**src/hdl/b2da_pkg.sv**
```systemverilog
// Types and constants of the binary to decimal ASCII core.
// No dependencies; used by the interfaces, controller, datapath and top level.
package b2da_pkg;

  localparam int VALUE_W    = 64;  // width of the input word field
  localparam int DIGIT_W    = 4;   // one BCD digit
  localparam int CHAR_W     = 6;   // width of the output character field
  localparam int DIGIT_BASE = 10;

  localparam logic [CHAR_W-1:0]  ASCII_ZERO   = CHAR_W'(48);
  localparam logic [DIGIT_W-1:0] DABBLE_LIMIT = DIGIT_W'(DIGIT_BASE / 2);
  localparam logic [DIGIT_W-1:0] DABBLE_ADJ   = DIGIT_W'((1 << (DIGIT_W - 1)) - DIGIT_BASE / 2);

  // controller -> datapath
  typedef struct packed {
    logic load;    // capture operand, clear BCD register
    logic dabble;  // one double dabble step
    logic dshift;  // drop the top BCD digit
    logic emit;    // write the top digit into the output register
    logic last;    // emitted digit is the final one
  } cmd_t;

  // datapath -> controller
  typedef struct packed {
    logic top_zero;  // top BCD digit is zero
    logic out_free;  // output register can take a digit this cycle
  } sts_t;

endpackage

```
**src/hdl/b2da_if.sv**
```systemverilog
// Valid/ready channel interfaces of the binary to decimal ASCII core.
// Depends on b2da_pkg.
interface b2da_in_if;
  logic                         valid;
  logic                         ready;
  logic [b2da_pkg::VALUE_W-1:0] value;

  modport source (output valid, output value, input ready);
  modport sink   (input valid, input value, output ready);
endinterface

interface b2da_out_if;
  logic                        valid;
  logic                        ready;
  logic [b2da_pkg::CHAR_W-1:0] digit_char;
  logic                        last;

  modport source (output valid, output digit_char, output last, input ready);
  modport sink   (input valid, input digit_char, input last, output ready);
endinterface

```
**src/hdl/b2da_ctrl.sv**
```systemverilog
// Controller of the binary to decimal ASCII core: conversion and emission sequencer.
// Depends on b2da_pkg.
module b2da_ctrl #(
  parameter int VALUE_BITS = 64,
  parameter int MAX_DIGITS = 20
) (
  input  logic            clk_i,
  input  logic            rst_ni,
  input  logic            in_valid_i,
  output logic            in_ready_o,
  input  b2da_pkg::sts_t  sts_i,
  output b2da_pkg::cmd_t  cmd_o
);

  localparam int CNT_MAX = (VALUE_BITS > MAX_DIGITS) ? VALUE_BITS : MAX_DIGITS;
  localparam int CNT_W   = $clog2(CNT_MAX);

  typedef enum logic [1:0] {
    ST_IDLE,
    ST_CONV,
    ST_EMIT
  } state_e;

  state_e           state_q, state_d;
  logic [CNT_W-1:0] cnt_q, cnt_d;
  logic             started_q, started_d;
  logic             skip;

  assign in_ready_o = (state_q == ST_IDLE);
  // leading zero: drop it unless it is the units digit
  assign skip = sts_i.top_zero && !started_q && (cnt_q != '0);

  always_comb begin
    state_d   = state_q;
    cnt_d     = cnt_q;
    started_d = started_q;
    cmd_o     = '0;
    case (state_q)
      ST_IDLE: begin
        if (in_valid_i) begin
          cmd_o.load = 1'b1;
          cnt_d      = CNT_W'(VALUE_BITS - 1);
          started_d  = 1'b0;
          state_d    = ST_CONV;
        end
      end
      ST_CONV: begin
        cmd_o.dabble = 1'b1;
        if (cnt_q == '0) begin
          cnt_d   = CNT_W'(MAX_DIGITS - 1);
          state_d = ST_EMIT;
        end else begin
          cnt_d = cnt_q - CNT_W'(1);
        end
      end
      ST_EMIT: begin
        if (skip) begin
          cmd_o.dshift = 1'b1;
          cnt_d        = cnt_q - CNT_W'(1);
        end else if (sts_i.out_free) begin
          cmd_o.dshift = 1'b1;
          cmd_o.emit   = 1'b1;
          cmd_o.last   = (cnt_q == '0);
          started_d    = 1'b1;
          if (cnt_q == '0) begin
            state_d = ST_IDLE;
          end else begin
            cnt_d = cnt_q - CNT_W'(1);
          end
        end
      end
      default: begin
        state_d = ST_IDLE;
      end
    endcase
  end

  always_ff @(posedge clk_i or negedge rst_ni) begin
    if (!rst_ni) begin
      state_q   <= ST_IDLE;
      cnt_q     <= '0;
      started_q <= 1'b0;
    end else begin
      state_q   <= state_d;
      cnt_q     <= cnt_d;
      started_q <= started_d;
    end
  end

endmodule

```
**src/hdl/b2da_dp.sv**
```systemverilog
// Datapath of the binary to decimal ASCII core: operand shifter, BCD register, output register.
// Depends on b2da_pkg.
module b2da_dp #(
  parameter int VALUE_BITS = 64,
  parameter int MAX_DIGITS = 20
) (
  input  logic                          clk_i,
  input  logic                          rst_ni,
  input  b2da_pkg::cmd_t                cmd_i,
  input  logic [b2da_pkg::VALUE_W-1:0]  value_i,
  input  logic                          out_ready_i,
  output b2da_pkg::sts_t                sts_o,
  output logic                          out_valid_o,
  output logic [b2da_pkg::CHAR_W-1:0]   digit_char_o,
  output logic                          last_o
);

  localparam int BCD_W = MAX_DIGITS * b2da_pkg::DIGIT_W;

  logic [VALUE_BITS-1:0]         bin_q;
  logic [BCD_W-1:0]              bcd_q;
  logic [BCD_W-1:0]              bcd_adj;
  logic [b2da_pkg::DIGIT_W-1:0]  top_digit;
  logic                          out_valid_q;
  logic [b2da_pkg::CHAR_W-1:0]   char_q;
  logic                          last_q;

  // add-3 correction on every digit of five or more
  always_comb begin
    for (int i = 0; i < MAX_DIGITS; i++) begin
      if (bcd_q[i*b2da_pkg::DIGIT_W +: b2da_pkg::DIGIT_W] >= b2da_pkg::DABBLE_LIMIT) begin
        bcd_adj[i*b2da_pkg::DIGIT_W +: b2da_pkg::DIGIT_W] =
          bcd_q[i*b2da_pkg::DIGIT_W +: b2da_pkg::DIGIT_W] + b2da_pkg::DABBLE_ADJ;
      end else begin
        bcd_adj[i*b2da_pkg::DIGIT_W +: b2da_pkg::DIGIT_W] =
          bcd_q[i*b2da_pkg::DIGIT_W +: b2da_pkg::DIGIT_W];
      end
    end
  end

  assign top_digit      = bcd_q[BCD_W-1 -: b2da_pkg::DIGIT_W];
  assign sts_o.top_zero = (top_digit == '0);
  assign sts_o.out_free = !out_valid_q || out_ready_i;

  always_ff @(posedge clk_i) begin
    if (cmd_i.load) begin
      bin_q <= value_i[VALUE_BITS-1:0];
      bcd_q <= '0;
    end else if (cmd_i.dabble) begin
      bin_q <= {bin_q[VALUE_BITS-2:0], 1'b0};
      bcd_q <= {bcd_adj[BCD_W-2:0], bin_q[VALUE_BITS-1]};
    end else if (cmd_i.dshift) begin
      bcd_q <= {bcd_q[BCD_W-b2da_pkg::DIGIT_W-1:0], {b2da_pkg::DIGIT_W{1'b0}}};
    end
    if (cmd_i.emit) begin
      char_q <= b2da_pkg::ASCII_ZERO
                + {{(b2da_pkg::CHAR_W - b2da_pkg::DIGIT_W){1'b0}}, top_digit};
      last_q <= cmd_i.last;
    end
  end

  always_ff @(posedge clk_i or negedge rst_ni) begin
    if (!rst_ni) begin
      out_valid_q <= 1'b0;
    end else if (cmd_i.emit) begin
      out_valid_q <= 1'b1;
    end else if (out_ready_i) begin
      out_valid_q <= 1'b0;
    end
  end

  assign out_valid_o  = out_valid_q;
  assign digit_char_o = char_q;
  assign last_o       = last_q;

endmodule

```
**src/hdl/binary_to_decimal_ascii_core.sv**
```systemverilog
// Binary to decimal ASCII converter, top level. Takes one unsigned word on in_i and
// sends its decimal digits on out_o as ASCII codes '0'..'9', most significant first,
// leading zeros dropped, last set on the units digit; zero gives a single '0'. Only
// the low VALUE_BITS bits of the word are used, and MAX_DIGITS BCD positions are kept
// (digits beyond them are lost). One word at a time: after acceptance a bit-serial
// double dabble takes one step per operand bit, then the BCD register is scanned one
// digit per cycle over all MAX_DIGITS positions, holding while out_o stalls. in_i is
// ready again as the units digit enters the output register, while that digit waits.
// Depends on b2da_pkg, b2da_if, b2da_ctrl and b2da_dp.
module binary_to_decimal_ascii_core #(
  parameter int VALUE_BITS = 64,  // 8..64
  parameter int MAX_DIGITS = 20   // 3..20
) (
  input  logic       clk_i,
  input  logic       rst_ni,
  b2da_in_if.sink    in_i,
  b2da_out_if.source out_o
);

  b2da_pkg::cmd_t cmd;
  b2da_pkg::sts_t sts;

  // sequencer: idle -> convert -> emit
  b2da_ctrl #(
    .VALUE_BITS (VALUE_BITS),
    .MAX_DIGITS (MAX_DIGITS)
  ) u_ctrl (
    .clk_i      (clk_i),
    .rst_ni     (rst_ni),
    .in_valid_i (in_i.valid),
    .in_ready_o (in_i.ready),
    .sts_i      (sts),
    .cmd_o      (cmd)
  );

  // operand shifter, BCD register and output register
  b2da_dp #(
    .VALUE_BITS (VALUE_BITS),
    .MAX_DIGITS (MAX_DIGITS)
  ) u_dp (
    .clk_i        (clk_i),
    .rst_ni       (rst_ni),
    .cmd_i        (cmd),
    .value_i      (in_i.value),
    .out_ready_i  (out_o.ready),
    .sts_o        (sts),
    .out_valid_o  (out_o.valid),
    .digit_char_o (out_o.digit_char),
    .last_o       (out_o.last)
  );

endmodule

```
**src/flat_wrapper.sv**
```systemverilog
// flat-port wrapper written by rule: the top's interface ports become plain ports
module binary_to_decimal_ascii_core_flat 
#(
  parameter int VALUE_BITS = 64,          
  parameter int MAX_DIGITS = 20           
)
  (clk_i, rst_ni, in_i_valid, in_i_value, in_i_ready, out_o_valid, out_o_digit_char, out_o_last, out_o_ready);
  b2da_in_if in_i_i ();
  b2da_out_if out_o_i ();
  input  logic clk_i;
  input  logic rst_ni;
  input wire logic [$bits(in_i_i.valid)-1:0] in_i_valid;
  input wire logic [$bits(in_i_i.value)-1:0] in_i_value;
  output wire logic [$bits(in_i_i.ready)-1:0] in_i_ready;
  output wire logic [$bits(out_o_i.valid)-1:0] out_o_valid;
  output wire logic [$bits(out_o_i.digit_char)-1:0] out_o_digit_char;
  output wire logic [$bits(out_o_i.last)-1:0] out_o_last;
  input wire logic [$bits(out_o_i.ready)-1:0] out_o_ready;
  assign in_i_i.valid = in_i_valid;
  assign in_i_i.value = in_i_value;
  assign in_i_ready = in_i_i.ready;
  assign out_o_valid = out_o_i.valid;
  assign out_o_digit_char = out_o_i.digit_char;
  assign out_o_last = out_o_i.last;
  assign out_o_i.ready = out_o_ready;
  binary_to_decimal_ascii_core #(.VALUE_BITS(VALUE_BITS), .MAX_DIGITS(MAX_DIGITS)) u_core (.clk_i(clk_i), .rst_ni(rst_ni), .in_i(in_i_i), .out_o(out_o_i));
endmodule
```
**config.mk**
```make
export PLATFORM = sky130hd
export DESIGN_NAME = binary_to_decimal_ascii_core_flat
export DESIGN_NICKNAME = d
export VERILOG_FILES = /design/src/hdl/b2da_pkg.sv /design/src/hdl/b2da_if.sv /design/src/hdl/b2da_ctrl.sv /design/src/hdl/b2da_dp.sv /design/src/hdl/binary_to_decimal_ascii_core.sv /design/src/flat_wrapper.sv
export SDC_FILE = /design/constraint.sdc
export NUM_CORES = 1
export LEC_CHECK = 0
export BUFFER_PORTS_ARGS = -buffer_cell sky130_fd_sc_hd__buf_2
export CELL_PAD_IN_SITES_DETAIL_PLACEMENT = 1
export CELL_PAD_IN_SITES_GLOBAL_PLACEMENT = 1
export CORE_UTILIZATION = 50
export DETAILED_ROUTE_END_ITERATION = 8
export HOLD_SLACK_MARGIN = 0.03
export PLACE_DENSITY_LB_ADDON = 0.3
export SKIP_LAST_GASP = 1
export SLEW_MARGIN = 10
export SYNTH_ARGS = -nofsm -noshare
export SYNTH_HDL_FRONTEND = slang
export SYNTH_SLANG_ARGS = --single-unit
export TNS_END_PERCENT = 50
```
**constraint.sdc**
```tcl
create_clock -name clk_i -period 6.39 [get_ports clk_i]
set_input_delay 0.639 -clock clk_i [delete_from_list [all_inputs] [get_ports clk_i]]
set_output_delay 0.639 -clock clk_i [all_outputs]
set_load 0.005 [all_outputs]
```
---- After elaboration in Yosys (flattened, before gate mapping) ----
Cells that the tools add are included.
cells by class
  add/subtract/negate cells ............... 22
  multiply operators ...................... 0
  divide/modulo/power cells ............... 0
  $lt $le $gt $ge ......................... 20
  eq/ne operators ......................... 9
  shift-type cells ........................ 0
  mux-type cells .......................... 49
  bitwise operators ....................... 2
  reductions and logical operators ........ 18
operators with widths
  cell                   number
  $mux W80               2
  $mux W64               2
  $ge A4 B3 Y1 const B   20
  $add A4 B2 Y4 const B  19
  $mux W4                19
  $mux W6                5
  $pmux W6 S3            1
  $mux W2                6
  $mux W1                9
  $mux W3                3
  $ne A2 B2 Y1 const B   4
  $reduce_and A4 Y1      2
  $reduce_bool A2 Y1     4
  $add A5 B5 Y6 const A  1
  $logic_not A6 Y1       1
  $pmux W2 S3            1
  $reduce_bool A6 Y1     1
  $sub A6 B1 Y6 const B  1
  $reduce_and A5 Y1      1
  $logic_not A4 Y1       1
  $add A3 B2 Y3 const B  1
  $ne A3 B2 Y1 const B   1
  $ne A3 B3 Y1 const B   1
  $reduce_bool A3 Y1     1
  10 further kinds       13
word-level totals
  flip-flop bits (word level) ............. 161
  latch bits .............................. 0
  RAM bits ................................ 0
  ROM bits ................................ 0
  input bits .............................. 68
  output and inout port bits .............. 9
  logic and storage cells ................. 128
  memories ................................ 0

---- Longest topological paths before layout ----
  depth in word-level cells ............... 7
  gate-level depth with buffers ........... 10
  mapped depth without buffers ............ 7

---- Modules after synthesis ----
A second synthesis with hierarchy kept.
unflattened totals
  cell total of the unflattened synthesis .. 865
  area, all modules ....................... 9047.4 um2
modules (own cells, without submodules)
  module     instances  cells each  area an instance (um2)  seq. area each (um2)
  b2da_dp    1          781         8284.2                  3698.5
  b2da_ctrl  1          84          763.2                   225.2

---- Worst setup path before layout ----
OpenSTA, ideal clock, no wires.
  path type ............................... register to register
  start ................................... reg u_core.u_ctrl.state_q[1]
  end ..................................... reg u_core.u_dp.bin_q[0], enable pin
  library setup time ...................... 0.688 ns
  arrival time ............................ 2.813 ns
  data required time ...................... 5.702 ns
  setup slack ............................. 2.889 ns
  cell stages (with the launch flop) ...... 9
  path buffers ............................ 4
  period minus slack after synthesis ...... 3.501 ns
  cells stage by stage .................... dfrtp_1 -> inv_1 -> ha_1 -> clkbuf_1 -> inv_1 -> clkbuf_1 -> clkbuf_1 -> clkbuf_1 -> nand2_1
on the way
  word-level cells in the longest chain between the ends .. 3
  elaborated cells on any way between the ends .. 5
  classes of those cells .................. 1 x eq/ne; 2 x mux; 2 x reduce/logical
RTL lines
  item                                              line             source
  start, declared                                   b2da_ctrl.sv:24  state_e state_q, state_d;
  start signal, assigned                            b2da_ctrl.sv:84  state_q <= state_d;
  $eq A2 B1 Y1 or $logic_not A2 Y1 (tied branches)  b2da_ctrl.sv:38  case (state_q)
  $mux W1                                           b2da_ctrl.sv:38
  $reduce_bool A2 Y1 (no line) (*)                  -
  end signal, assigned                              b2da_dp.sv:47    bin_q <= value_i[VALUE_BITS-1:0];
  end signal, assigned                              b2da_dp.sv:50    bin_q <= {bin_q[VALUE_BITS-2:0], 1'b0};
  end, declared                                     b2da_dp.sv:20    logic [VALUE_BITS-1:0] bin_q;
Mark *: on every way between the ends. The rest lies on a longest branch, timed or not.
A chain may end at the register's enable or synchronous reset.

---- Worst setup path after layout ----
  start ................................... reg u_core.u_ctrl.cnt_q[0]
  end ..................................... reg u_core.u_dp.bcd_q[16]
on the way
  word-level cells in the longest chain between the ends .. 5
RTL lines
  item                          line             source
  start, declared               b2da_ctrl.sv:25  logic [CNT_W-1:0] cnt_q, cnt_d;
  start signal, assigned        b2da_ctrl.sv:85  cnt_q <= cnt_d;
  $reduce_bool A6 Y1            b2da_ctrl.sv:31  assign skip = sts_i.top_zero && !started_q && (cnt_q != '0);
  $logic_and A1 B1 Y1           b2da_ctrl.sv:31
  $mux W1                       b2da_ctrl.sv:57  if (skip) begin
  $mux W3                       b2da_ctrl.sv:38
  $reduce_bool A2 Y1 (no line)  -
  end signal, assigned          b2da_dp.sv:51    bcd_q <= {bcd_adj[BCD_W-2:0], bin_q[VALUE_BITS-1]};
  end signal, assigned          b2da_dp.sv:53    bcd_q <= {bcd_q[BCD_W-b2da_pkg::DIGIT_W-1:0], {b2da_pkg::DIGIT_W{1'b0}}};
  end, declared                 b2da_dp.sv:21    logic [BCD_W-1:0] bcd_q;
No other way between the ends.

==> results_dict.tcl <==
set metrics [dict create \
    path_class "reg -> reg" \
    synth_top_area_share_pct 23.0 \
    overflow 0 \
    skew_ns 0.0186 \
    min_path_type "reg -> reg" \
    synth-seq-cells 159 \
    multiInputGateArea_sq_mm 0.00462 \
    syn_inst 1046 \
    critPathLaunchType "flip-flop" \
    gp_congestion 0.759 \
    drive_gt1_share_pct 12.7 \
    cts_buffers 17 \
    synthTopCellsByCount "239 x nand2_1, 114 x a21oi_1, 80 x dfxtp_1" \
    ant_nets 0 \
    powerDensity_mw_per_mm2 612 \
    drt-initial-drc-count 459 \
    synth-async-reset-ratio_pct 6.29 \
    cpPeakStageDelay_ns 0.53 \
    power_mw 6.17 \
    cts_tree "done" \
    cts_buffer_depth 2 \
    nets 1205 \
    grt_pass1_vias 7936 \
    first_pass_iters 5 \
    p_leak_nw 4.22 \
    ys_types 48 \
    vdd_drop_max_mv 0.321 \
    final.setup.tns_ns 0 \
    synth.area.top_cells "edfxtp_1 23%, dfxtp_1 18%, nand2_1 10%" \
    cts_root_buf "clkbuf_16" \
    die_w_um 136 \
    synth_area_sq_mm 0.00901 \
    synth_area_leader_cell "edfxtp_1" \
    period_share_pct 52.4 \
    io_pins 77 \
    die_h_um 136 \
    crit_path_frequent_cell "buf_4" \
    grt_max_degree 100 \
    worstMarginPinSlew_ns 1.07 \
    fillers 2087 \
    synth_edf_count 69 \
    syn_to_final_growth_pct 12.0 \
    dp_slack_ns 3.06 \
    status "finished clean" \
    avgSynthCellArea_sq_um 8.61 \
    start_util_pct 51.7 \
    clk-insertion-delay-late_ns 0.45 \
    wl_per_cell_um 18.0 \
    yosys_warnings 0 \
    std_cell_rows 48 \
    path_clk_slew_ns 0.08 \
    slew_headroom_pct 28.4 \
    clock.fmax_mhz 299 \
    grt_use_total_pct 26.9 \
    place_hpwl_mm 14.4 \
    place_inst 1295 \
    final.setup.worst_slack_ns 3.04 \
    crit_family "simple AND/OR/NAND/NOR gates" \
    dieArea_sq_mm 0.0186 \
    cp.arrival_ns 3.69 \
    num_vias 7726 \
    grt_pass1_wl_mm 39.0 \
    worst-path-buf-inv 3 \
    seq_area_frac_synth_pct 43.6 \
    slew_violations 0 \
    slowest_stage "and2_2" \
    portBuffers 74 \
    finalHoldViolations 0 \
    design.core.area_sq_mm 0.0174 \
    setup_viol 0 \
    worstPathRequired_ns 6.73 \
    drc 0 \
    rsz0062_at_grt "no" \
    cts-htree-levels 4 \
    ff_latch_area_sq_mm 0.00392 \
    drt_wl_total_mm 24.0 \
    vias_per_cell 5.82 \
    cp_max_fo 40 \
    final_cells 1328 \
    yosysMostFrequentCell "nand2_1" \
    drv_cap 0 \
    cts_sinks 159 \
    antenna_found_initial 0 \
    endpoint_kind "flip-flop" \
    synth_top_flop_cell "dfxtp_1" \
    crit_chain "inv_1, ha_1, or4b_4, o221ai_4, buf_4, and2_2, buf_4, nor2_1, a211oi_1" \
    diodes 0 \
    finalCriticalPeriod_ns 3.35 \
]
per-layer routing:
metal  vias up  global-route usage [%]  routed length [um]
li1       3750                       -                   -
met1      3790                    32.6               10600
met2       148                    47.1               12100
met3        38                    4.96                 843
met4         0                    10.1                 425
met5         -                       0                   0
repair_timing:
action | CTS | global route
buffers inserted | 0 | 0
hold buffers | 1 | 0
endpoints found under the hold margin | 8 | 0
resized for setup | 0 | 0
endpoints found under the setup margin | 0 | 0
worst paths after layout:
path | start | to | slack, ns | cells after the start
max in group asynchronous | rst_ni | u_core.u_ctrl.started_q$_DFFE_PN0P_ | 5.58 | 2
max | u_core.u_ctrl.cnt_q[0]$_DFFE_PN0P_ | u_core.u_dp.bcd_q[16]$_SDFFE_PP0P_ | 3.04 | 9
min | u_core.u_dp.bcd_q[77]$_SDFFE_PP0P_ | u_core.u_dp.digit_char_o[1]$_DFFE_PP_ | 0.45 | 0
max reg2reg | u_core.u_ctrl.cnt_q[0]$_DFFE_PN0P_ | u_core.u_dp.bcd_q[16]$_SDFFE_PP0P_ | 3.04 | 9
min reg2reg | u_core.u_dp.bcd_q[77]$_SDFFE_PP0P_ | u_core.u_dp.digit_char_o[1]$_DFFE_PP_ | 0.45 | 0
min in group asynchronous | rst_ni | u_core.u_dp.out_valid_o$_DFFE_PN0P_ | 0.59 | 2
area by class of cell:
| class | instances | area share, % |
|---|---|---|
| multi-input cells | 767 | 45.8 |
| flip-flops and latches | 159 | 38.9 |
| repair buffers | 83 | 4.37 |
| clock buffers | 18 | 4.25 |
| well taps | 225 | 2.79 |
| inverters | 62 | 2.31 |
| clock inverters | 14 | 1.60 |
worst register-to-register path, delay by kind of cell (launching register included):
kind                     cells  cell delay (ns)
adder cells (fa/ha/maj)      1             0.19
AO/OA/AOI/OAI                2             0.40
AND/OR/NAND/NOR              3             1.20
flip-flops                   1             0.43
buffers and inverters        3             1.00
through the flow:
step                      utilization (%)  hold WS (ns)  cell area [sq um]
final                                57.9         0.446              10100
after global placement               54.5         0.422               9490
after global routing                 57.9         0.443              10100
after floorplan                         -         0.343               9010
after detailed placement             54.5         0.420               9490
after CTS                            57.9         0.436              10100
registers in the layout, summed over array words and instances, names as in the netlist:
name                      flops
u_core.u_dp.bcd_q            80
u_core.u_dp.bin_q            64
u_core.u_ctrl.cnt_q           6
u_core.u_dp.digit_char_o      4
u_core.u_ctrl.state_q         2
u_core.u_ctrl.started_q       1
u_core.u_dp.last_o            1
u_core.u_dp.out_valid_o       1
power by group:
group	switching [mW]	internal (mW)
combinational	1.80	1.14
sequential	0.456	1.71
clock	0.501	0.561
total	2.76	3.41
placed cells by master, fill, tap and decap left out, types with 21 or more instances in the layout:
| master | instances |
|---|---|
| mux2i_1 | 21 |
| nor2_1 | 56 |
| dfxtp_1 | 80 |
| a21oi_1 | 114 |
| nand2_1 | 237 |
| nand2b_1 | 25 |
| ha_1 | 46 |
| inv_1 | 61 |
| buf_2 | 74 |
| edfxtp_1 | 69 |
| o21ai_0 | 66 |
kinds of logic after synthesis:
kind of cell / share of synthesized area [%]
simple gates: 19.6
compound gates: 19.4
flops: 43.6
buf+inv: 5.43
fa+ha+maj: 6.53
mux: 3.46
xor+xnor: 1.94
other cells: 0.0416
Note: power is estimated with default switching activity, not from simulation.
